$ cat config.mk
export PLATFORM = sky130hd
export DESIGN_NAME = bitmap_first_free_allocator_unit
export DESIGN_NICKNAME = d
export VERILOG_FILES = /design/src/hw/rtl/bffa_pkg.sv /design/src/hw/rtl/bffa_bitmap_store.sv /design/src/hw/rtl/bffa_first_set.sv /design/src/hw/rtl/bitmap_first_free_allocator_unit.sv
export SDC_FILE = /design/constraint.sdc
export NUM_CORES = 2
export LEC_CHECK = 0
export BUFFER_PORTS_ARGS = -buffer_cell sky130_fd_sc_hd__buf_2
export CAP_MARGIN = 5
export CORE_MARGIN = 2
export CORE_UTILIZATION = 30
export DETAILED_ROUTE_END_ITERATION = 10
export PLACE_DENSITY = 0.56
export SYNTH_ARGS = -nofsm -noshare
export SYNTH_HDL_FRONTEND = slang
export SYNTH_SLANG_ARGS = --single-unit
$ cat constraint.sdc
create_clock -name clk -period 10.59 [get_ports clk]
set_input_delay 1.059 -clock clk [delete_from_list [all_inputs] [get_ports clk]]
set_output_delay 1.059 -clock clk [all_outputs]
set_load 0.01 [all_outputs]
$ cat src/hw/rtl/bffa_pkg.sv
// ----------------------------------------------------------------------------
// bffa_pkg
// shared constants and word types of the bitmap first-free allocator
// ----------------------------------------------------------------------------
package bffa_pkg;

    localparam int NUM_ENTRIES = 4096;
    localparam int WORD_BITS   = 32;
    localparam int WORD_COUNT  = (NUM_ENTRIES + WORD_BITS - 1) / WORD_BITS;
    localparam int BIT_W       = $clog2(WORD_BITS);
    localparam int ADDR_W      = $clog2(WORD_COUNT);
    localparam int IDX_W       = 12;
    localparam int CNT_W       = 13;
    localparam int CFG_IDX_W   = 1;
    localparam int CFG_DATA_W  = 13;

    typedef enum logic [1:0] {
        REQ_ALLOC = 2'd0,
        REQ_FREE  = 2'd1,
        REQ_QUERY = 2'd2,
        REQ_NONE  = 2'd3
    } req_type_t;

    typedef enum logic [1:0] {
        ST_OK    = 2'd0,
        ST_FULL  = 2'd1,
        ST_RANGE = 2'd2,
        ST_FREE  = 2'd3
    } status_t;

    typedef enum logic [CFG_IDX_W-1:0] {
        REG_ENTRY_LIMIT = 1'b0,
        REG_START_INDEX = 1'b1
    } cfg_reg_t;

    typedef struct packed {
        req_type_t         req_type;
        logic [IDX_W-1:0]  entry_index;
    } req_t;

    typedef struct packed {
        status_t           status;
        logic [IDX_W-1:0]  granted_index;
        logic              entry_in_use;
        logic [CNT_W-1:0]  used_total;
    } rsp_t;

    typedef struct packed {
        logic                  rd_en;
        logic [ADDR_W-1:0]     rd_addr;
        logic                  wr_en;
        logic [ADDR_W-1:0]     wr_addr;
        logic [WORD_BITS-1:0]  wr_data;
    } mem_cmd_t;

endpackage

$ cat src/hw/rtl/bffa_bitmap_store.sv
// ----------------------------------------------------------------------------
// bffa_bitmap_store
// bitmap word memory with registered read data, words read as zero until written
// ----------------------------------------------------------------------------
module bffa_bitmap_store (
    input  logic                           clk,
    input  logic                           rst_n,
    input  bffa_pkg::mem_cmd_t             cmd,
    output logic [bffa_pkg::WORD_BITS-1:0] rd_data
);

    logic [bffa_pkg::WORD_BITS-1:0]  mem [bffa_pkg::WORD_COUNT];
    logic [bffa_pkg::WORD_COUNT-1:0] valid_reg;
    logic [bffa_pkg::WORD_BITS-1:0]  rd_word_reg;
    logic                            rd_hit_reg;

    always_ff @(posedge clk)
    begin
        if (cmd.wr_en)
        begin
            mem[cmd.wr_addr] <= cmd.wr_data;
        end
        if (cmd.rd_en)
        begin
            rd_word_reg <= mem[cmd.rd_addr];
        end
    end

    always_ff @(posedge clk or negedge rst_n)
    begin
        if (!rst_n)
        begin
            valid_reg  <= '0;
            rd_hit_reg <= 1'b0;
        end
        else
        begin
            if (cmd.wr_en)
            begin
                valid_reg[cmd.wr_addr] <= 1'b1;
            end
            if (cmd.rd_en)
            begin
                rd_hit_reg <= valid_reg[cmd.rd_addr];
            end
        end
    end

    assign rd_data = rd_hit_reg ? rd_word_reg : '0;

endmodule

$ cat src/hw/rtl/bffa_first_set.sv
// ----------------------------------------------------------------------------
// bffa_first_set
// priority encoder: position of the lowest set bit of a bitmap word
// ----------------------------------------------------------------------------
module bffa_first_set (
    input  logic [bffa_pkg::WORD_BITS-1:0] bits,
    output logic                           found,
    output logic [bffa_pkg::BIT_W-1:0]     pos
);

    always_comb
    begin
        pos = '0;
        for (int i = bffa_pkg::WORD_BITS - 1; i >= 0; i--)
        begin
            if (bits[i])
            begin
                pos = bffa_pkg::BIT_W'(i);
            end
        end
    end

    assign found = |bits;

endmodule

$ cat src/hw/rtl/bitmap_first_free_allocator_unit.sv
// ----------------------------------------------------------------------------
// bitmap_first_free_allocator_unit
// used/free bitmap allocator with first-fit search and exact used count
// ----------------------------------------------------------------------------
// requests arrive on in_valid/in_ready as one word (req_type, entry_index);
// every request gives exactly one response word on out_valid/out_ready
// carrying status, granted_index, entry_in_use and used_total.
// the bitmap lives in a 128 x 32 memory with registered read data; a
// request reads, tests and writes back one bitmap word at a time.
// free, query: read the word, check the entry bit, load the response.
// allocate: reads the bitmap words from the start word up to the first
// one with a free entry in range, at most 128 words; the scan reads
// one word per cycle. out-of-range and reserved-type requests skip the memory.
// one request is in flight at a time; in_ready is high while idle.
// the response sits in an output register; while the receiver stalls, a new
// request may still be accepted and processed, and its response waits until
// the output register is taken.
// reset clears the bitmap at once (words read as zero until first written),
// the used count, and sets entry_limit to 4096 and start_index to 0.
// configuration (cfg_write/cfg_index/cfg_data) must be written only while idle; the block does not enforce this.
// ----------------------------------------------------------------------------
module bitmap_first_free_allocator_unit (
    input  logic                              clk,
    input  logic                              rst_n,
    input  logic                              in_valid,
    output logic                              in_ready,
    input  bffa_pkg::req_t                    in_word,
    output logic                              out_valid,
    input  logic                              out_ready,
    output bffa_pkg::rsp_t                    out_word,
    input  logic                              cfg_write,
    input  logic [bffa_pkg::CFG_IDX_W-1:0]    cfg_index,
    input  logic [bffa_pkg::CFG_DATA_W-1:0]   cfg_data
);

    typedef enum logic [3:0] {
        S_IDLE  = 4'b0001,
        S_SCAN  = 4'b0010,
        S_CHECK = 4'b0100,
        S_RESP  = 4'b1000
    } state_t;

    state_t                           state_reg, state_next;
    bffa_pkg::req_t                   req_reg;
    bffa_pkg::rsp_t                   rsp_reg, rsp_next;
    bffa_pkg::rsp_t                   out_word_reg, out_word_next;
    logic                             out_valid_reg, out_valid_next;
    logic [bffa_pkg::ADDR_W-1:0]      scan_addr_reg, scan_addr_next;
    logic [bffa_pkg::CNT_W-1:0]       used_count_reg, used_count_next;
    logic [bffa_pkg::CNT_W-1:0]       entry_limit_reg;
    logic [bffa_pkg::IDX_W-1:0]       start_index_reg;

    bffa_pkg::mem_cmd_t               mem_cmd;
    logic [bffa_pkg::WORD_BITS-1:0]   rd_data;

    logic [bffa_pkg::CNT_W-1:0]       lim;
    logic [bffa_pkg::IDX_W-1:0]       lim_m1;
    logic [bffa_pkg::ADDR_W-1:0]      last_word;
    logic [bffa_pkg::WORD_BITS-1:0]   lo_mask, hi_mask, cand;
    logic                             cand_found;
    logic [bffa_pkg::BIT_W-1:0]       cand_pos;
    logic [bffa_pkg::WORD_BITS-1:0]   chk_bit;
    logic                             accept;
    logic                             out_load;

    bffa_bitmap_store u_store (
        .clk     (clk),
        .rst_n   (rst_n),
        .cmd     (mem_cmd),
        .rd_data (rd_data)
    );

    bffa_first_set u_first (
        .bits  (cand),
        .found (cand_found),
        .pos   (cand_pos)
    );

    // effective limit and scan window
    assign lim = (entry_limit_reg > bffa_pkg::CNT_W'(bffa_pkg::NUM_ENTRIES))
               ? bffa_pkg::CNT_W'(bffa_pkg::NUM_ENTRIES) : entry_limit_reg;
    assign lim_m1    = bffa_pkg::IDX_W'(lim - bffa_pkg::CNT_W'(1));
    assign last_word = lim_m1[bffa_pkg::IDX_W-1:bffa_pkg::BIT_W];

    assign lo_mask = (scan_addr_reg == start_index_reg[bffa_pkg::IDX_W-1:bffa_pkg::BIT_W])
                   ? ({bffa_pkg::WORD_BITS{1'b1}} << start_index_reg[bffa_pkg::BIT_W-1:0])
                   : {bffa_pkg::WORD_BITS{1'b1}};
    assign hi_mask = (scan_addr_reg == last_word)
                   ? ~(({bffa_pkg::WORD_BITS{1'b1}} << 1) << lim_m1[bffa_pkg::BIT_W-1:0])
                   : {bffa_pkg::WORD_BITS{1'b1}};
    assign cand    = ~rd_data & lo_mask & hi_mask;

    assign chk_bit = {{(bffa_pkg::WORD_BITS-1){1'b0}}, 1'b1}
                     << req_reg.entry_index[bffa_pkg::BIT_W-1:0];

    assign in_ready = (state_reg == S_IDLE);
    assign accept   = in_valid && in_ready;
    assign out_load = (state_reg == S_RESP) && (!out_valid_reg || out_ready);

    always_comb
    begin
        state_next      = state_reg;
        scan_addr_next  = scan_addr_reg;
        used_count_next = used_count_reg;
        rsp_next        = rsp_reg;
        mem_cmd         = '0;

        unique case (state_reg)
            S_IDLE:
            begin
                if (accept)
                begin
                    rsp_next = '0;
                    unique case (in_word.req_type) inside
                        bffa_pkg::REQ_ALLOC:
                        begin
                            if ({1'b0, start_index_reg} >= lim)
                            begin
                                rsp_next.status = bffa_pkg::ST_FULL;
                                state_next      = S_RESP;
                            end
                            else
                            begin
                                scan_addr_next  =
                                    start_index_reg[bffa_pkg::IDX_W-1:bffa_pkg::BIT_W];
                                mem_cmd.rd_en   = 1'b1;
                                mem_cmd.rd_addr =
                                    start_index_reg[bffa_pkg::IDX_W-1:bffa_pkg::BIT_W];
                                state_next      = S_SCAN;
                            end
                        end
                        bffa_pkg::REQ_FREE, bffa_pkg::REQ_QUERY:
                        begin
                            if ({1'b0, in_word.entry_index} >= lim)
                            begin
                                rsp_next.status = bffa_pkg::ST_RANGE;
                                state_next      = S_RESP;
                            end
                            else
                            begin
                                mem_cmd.rd_en   = 1'b1;
                                mem_cmd.rd_addr =
                                    in_word.entry_index[bffa_pkg::IDX_W-1:bffa_pkg::BIT_W];
                                state_next      = S_CHECK;
                            end
                        end
                        default:
                        begin
                            state_next = S_RESP;
                        end
                    endcase
                end
            end
            S_SCAN:
            begin
                if (cand_found)
                begin
                    mem_cmd.wr_en          = 1'b1;
                    mem_cmd.wr_addr        = scan_addr_reg;
                    mem_cmd.wr_data        = rd_data
                        | ({{(bffa_pkg::WORD_BITS-1){1'b0}}, 1'b1} << cand_pos);
                    used_count_next        = used_count_reg + bffa_pkg::CNT_W'(1);
                    rsp_next.status        = bffa_pkg::ST_OK;
                    rsp_next.granted_index = {scan_addr_reg, cand_pos};
                    state_next             = S_RESP;
                end
                else if (scan_addr_reg == last_word)
                begin
                    rsp_next.status = bffa_pkg::ST_FULL;
                    state_next      = S_RESP;
                end
                else
                begin
                    scan_addr_next  = scan_addr_reg + bffa_pkg::ADDR_W'(1);
                    mem_cmd.rd_en   = 1'b1;
                    mem_cmd.rd_addr = scan_addr_reg + bffa_pkg::ADDR_W'(1);
                end
            end
            S_CHECK:
            begin
                if (req_reg.req_type == bffa_pkg::REQ_QUERY)
                begin
                    rsp_next.entry_in_use = |(rd_data & chk_bit);
                end
                else if ((rd_data & chk_bit) == '0)
                begin
                    rsp_next.status = bffa_pkg::ST_FREE;
                end
                else
                begin
                    mem_cmd.wr_en   = 1'b1;
                    mem_cmd.wr_addr =
                        req_reg.entry_index[bffa_pkg::IDX_W-1:bffa_pkg::BIT_W];
                    mem_cmd.wr_data = rd_data & ~chk_bit;
                    if (used_count_reg != '0)
                    begin
                        used_count_next = used_count_reg - bffa_pkg::CNT_W'(1);
                    end
                end
                state_next = S_RESP;
            end
            S_RESP:
            begin
                if (out_load)
                begin
                    state_next = S_IDLE;
                end
            end
            default:
            begin
                state_next = S_IDLE;
            end
        endcase
    end

    always_comb
    begin
        out_valid_next = out_valid_reg;
        out_word_next  = out_word_reg;
        if (out_valid_reg && out_ready)
        begin
            out_valid_next = 1'b0;
        end
        if (out_load)
        begin
            out_valid_next            = 1'b1;
            out_word_next             = rsp_reg;
            out_word_next.used_total  = used_count_reg;
        end
    end

    always_ff @(posedge clk or negedge rst_n)
    begin
        if (!rst_n)
        begin
            state_reg       <= S_IDLE;
            used_count_reg  <= '0;
            out_valid_reg   <= 1'b0;
            entry_limit_reg <= bffa_pkg::CNT_W'(bffa_pkg::NUM_ENTRIES);
            start_index_reg <= '0;
        end
        else
        begin
            state_reg      <= state_next;
            used_count_reg <= used_count_next;
            out_valid_reg  <= out_valid_next;
            if (cfg_write)
            begin
                unique case (bffa_pkg::cfg_reg_t'(cfg_index))
                    bffa_pkg::REG_ENTRY_LIMIT: entry_limit_reg <= cfg_data;
                    bffa_pkg::REG_START_INDEX:
                        start_index_reg <= cfg_data[bffa_pkg::IDX_W-1:0];
                    default: ;
                endcase
            end
        end
    end

    always_ff @(posedge clk)
    begin
        if (accept)
        begin
            req_reg <= in_word;
        end
        scan_addr_reg <= scan_addr_next;
        rsp_reg       <= rsp_next;
        out_word_reg  <= out_word_next;
    end

    assign out_valid = out_valid_reg;
    assign out_word  = out_word_reg;

    // count never passes the number of entries
    a_count_bound: assert property (@(posedge clk) disable iff (!rst_n)
        used_count_reg <= bffa_pkg::CNT_W'(bffa_pkg::NUM_ENTRIES))
        else $error("used count above entry total");

    // memory never gets a read and a write in the same cycle
    a_mem_port: assert property (@(posedge clk) disable iff (!rst_n)
        !(mem_cmd.rd_en && mem_cmd.wr_en))
        else $error("bitmap read and write collide");

    // scan stays inside the window
    a_scan_window: assert property (@(posedge clk) disable iff (!rst_n)
        (state_reg == S_SCAN) |-> (scan_addr_reg <= last_word))
        else $error("scan past last word");

    // a grant bumps the count by one
    a_grant_count: assert property (@(posedge clk) disable iff (!rst_n)
        (state_reg == S_SCAN && cand_found)
        |=> (used_count_reg == $past(used_count_reg) + bffa_pkg::CNT_W'(1)))
        else $error("grant without count increment");

    // a response word leaves only through the response state
    a_resp_path: assert property (@(posedge clk) disable iff (!rst_n)
        $rose(out_valid_reg) |-> $past(state_reg == S_RESP))
        else $error("response word outside response state");

endmodule
==> impl_metrics.json <==
{
  "outcome": "finished, violations left",
  "violations": "max-capacitance violations, max-slew violations",
  "net_count_after_synthesis": 13100,
  "rows": 281,
  "pin_count": 63,
  "post_synthesis_instance_total": 13000,
  "synth_warnings": 0,
  "layout_common_cells": "edfxtp_1 (4,192), nand2_1 (3,323), nand3_1 (1,021)",
  "max-vdd-ir-drop_uv": 152,
  "timing.clock.skew_ps": 91.2,
  "die_x_um": 769,
  "final_layout_size_suffix_gt1_share_pct": 12.2,
  "asyncSetResetFlopFracSynth_pct": 3.94,
  "reg2reg_depth": 21,
  "detailedRoute.firstIterationViolations": 16300,
  "clk-insertion-delay-late_ps": 1030,
  "pwr_density_cell_nw_per_um2": 200,
  "tightest_slew_ps": 1570,
  "layout_overhead_on_the_synthesized_area_pct": 15.7,
  "path_class": "flip-flop to flip-flop",
  "route.vias.total": 114000,
  "initial_utilization_pct": 30.1,
  "place.detailed.hpwl_mm": 359,
  "grtUsageMet3_pct": 4.54,
  "max_clock_freq_ghz": 0.101,
  "grt_pass1_vias": 106000,
  "gr-total-overflow": 0,
  "worst_hold_path.endpoint": "req_reg[12]",
  "cts_sinks": 4364,
  "antenna_violating_nets_post_route": 0,
  "worst-path-max-fanout": 66,
  "p_switching_mw": 11.5,
  "pwr-share-clk_pct": 38.2,
  "seq_power_share_pct": 47.2,
  "global_route_wire_length_before_repair_mm": 834,
  "synth-seq-cells": 4364,
  "power_total_mw": 40.7,
  "core_area_um2": 585000,
  "rr_endpoint": "u_store.rd_word_reg[0]",
  "timing.critical_path.to_type": "flip-flop",
  "cts_setup_buffers": 0,
  "final-max-slew-violation-count": 6,
  "clock-root-buffer": "clkbuf_16",
  "hp-class": "input port to flip-flop",
  "setup-violations-final": 0,
  "die_y_um": 769,
  "synth.cell_area_um2": 176000,
  "grt-busiest-layer": "met2",
  "setup_total_negative_slack_ps": 0,
  "drt_wl_total_mm": 600,
  "grt_max_degree": 160,
  "htree_levels": 5,
  "globalRouteMet1Util_pct": 27.0,
  "timing_hold_violations_final": 0,
  "max_cap_violations": 3,
  "synth_edf_count": 4192,
  "timing.slew.headroom_pct": -5.87,
  "clock_tree.buffer_depth": 4,
  "postSynthAreaPerCell_um2": 13.5,
  "power_report.internal_total_mw": 29.2,
  "unrepaired_setup_endpoints_after_global_routing": "false",
  "finalNetCount": 13300,
  "r2r_start": "entry_limit_reg[12]",
  "synth_cell_types": 105,
  "port_buffers": 62,
  "clock_transition_at_path_regs_ps": 60,
  "grt_usage_pct": 19.4,
  "drt_first_pass_iters": 7,
  "die_area_um2": 592000,
  "cts_tree": "done",
  "synth-main-ff-cell": "edfxtp_1",
  "layout_worst_path_cycle_share_pct": 93.3,
  "cts.repair.resized": 0,
  "holdCritStartpoint": "in_word[12]",
  "finalWeightedCongestion": 0.945,
  "power.switching_fraction_pct": 28.2,
  "hold_path_depth": 1,
  "layout.cells.most_common": "edfxtp_1",
  "critPathLaunchType": "flip-flop",
  "tritoncts.num_buffers": 447,
  "timing.final.crit_period_ps": 9880,
  "ff2ff_setup_slack_ps": 710,
  "avgViaCountPerCell": 5.35,
  "post-route-drc-count": 0,
  "grtUsageMet2_pct": 28.8,
  "cp.arrival_ps": 10570,
  "largest_register_ffs": 4096,
  "initial_antenna_violation_count": 40,
  "combinationalPowerShare_pct": 14.6,
  "critPathRequiredTime_ps": 11280,
  "drt-wirelength-per-cell_um": 28.1,
  "leakage_nw": 67.6,
  "synth-seq-area-share_pct": 74.1
}
-- worst max path at each step --
stage	start	end	slack, ps	cells past startpoint
floorplan	entry_limit_reg[12]	u_store.mem[0][1]	30	20
global placement	entry_limit_reg[12]	u_store.rd_word_reg[0]	320	21
finish	entry_limit_reg[12]	u_store.rd_word_reg[0]	710	21
detailed placement	entry_limit_reg[12]	u_store.rd_word_reg[0]	1090	21
global route	entry_limit_reg[12]	u_store.rd_word_reg[0]	420	21
CTS	entry_limit_reg[12]	u_store.rd_word_reg[0]	1060	21
-- worst max-delay path: stages (launching register included) --
cell and delay (ps):
dfstp_2 870, inv_1 350, nand2_1 260, ha_1 580, nor4bb_1 470, a31oi_1 170
nor2_1 210, nor2b_1 100, o41ai_1 930, o21ai_0 340, nor4_2 860, a41o_4 760
buf_12 400, buf_12 390, buf_4 380, mux2_1 370, nor3_1 160, a311o_1 150
or4_1 240, nor3_1 90, a21oi_1 1140, nand3_1 220
-- cell usage after synthesis (all sizes together), types with 29 or more instances --
cell type | number | share of area (%)
a2111oi | 34 | 0.21
nand2b | 29 | 0.10
nor2 | 226 | 0.49
a21oi | 693 | 2.0
nand2 | 3328 | 7.1
buf | 482 | 1.5
inv | 31 | 0.066
nor4 | 91 | 0.33
and3 | 71 | 0.25
nor3 | 127 | 0.36
o22ai | 174 | 0.62
clkbuf | 322 | 0.69
a32oi | 136 | 0.68
mux2 | 48 | 0.31
ha | 41 | 0.29
edfxtp | 4192 | 72
nand4 | 109 | 0.39
or4 | 38 | 0.17
o31ai | 39 | 0.17
mux2i | 590 | 3.4
o21ai | 201 | 0.57
or2 | 176 | 0.63
nand3 | 1031 | 2.9
a22oi | 32 | 0.14
a311o | 39 | 0.22
a211oi | 36 | 0.16
dfrtp | 170 | 2.4
a31oi | 123 | 0.44
-- stage by stage --
step | instances | instance area (µm²) | worst slack (ps) | utilization (%) | hold slack [ps]
6_report | 21400 | 203000 | 712 | 34.8 | 281
3_5_place_dp | 20500 | 189000 | 1090 | 32.3 | 405
2_1_floorplan | 13000 | 176000 | 31.5 | - | 400
4_1_cts | 21400 | 203000 | 1060 | 34.8 | 212
5_1_grt | 21400 | 203000 | 425 | 34.8 | 267
3_3_place_gp | 20500 | 189000 | 318 | 32.3 | 404
-- per-layer routing --
layer | share of wire, % | up-vias
met5 | 0.038 | -
met4 | 5.1 | 18
met3 | 11 | 1124
met2 | 43 | 6093
met1 | 41 | 58200
li1 | - | 48800
-- kinds of logic (layout without fill, tap and decap cells) --
family	count (synthesis)	after routing	synth area share [%]
and+or+nand+nor	5328	5328	13.2
DFF	4364	4364	74.1
AOI/OAI and AO/OA	1748	1748	6.34
buffers and inverters	835	1431	2.26
muxes	639	639	3.68
adders and majority gates	42	42	0.303
xor gates and xnor gates	27	27	0.135
other	0	14	0
-- cell type report --
type                       count  area (µm²)
inverter                      31         116
tap                         7782        9740
antenna                       14        35.0
timing repair buffer         578        5300
multi-input combinational   7784       43800
sequential                  4364      130000
clock inverter               246        2400
fill                       56000      381000
clock buffer                 576       11800
-- power groups by stage --
stage	logic, mW	registers (mW)	clock network [mW]
after detailed placement	5.79	19.5	0
after global placement	5.76	19.5	0
after CTS	5.81	19.2	15.7
final	5.94	19.2	15.5
after global routing	6.16	19.2	16.3
after floorplan	3.04	19.4	0
-- what timing repair did --
item / 4_1_cts / 5_1_grt
endpoints found under the hold margin: 22 / 0
hold buffers: 1 / 0
endpoints found under the setup margin: 0 / 0
Note: power is estimated with default switching activity, not from simulation.
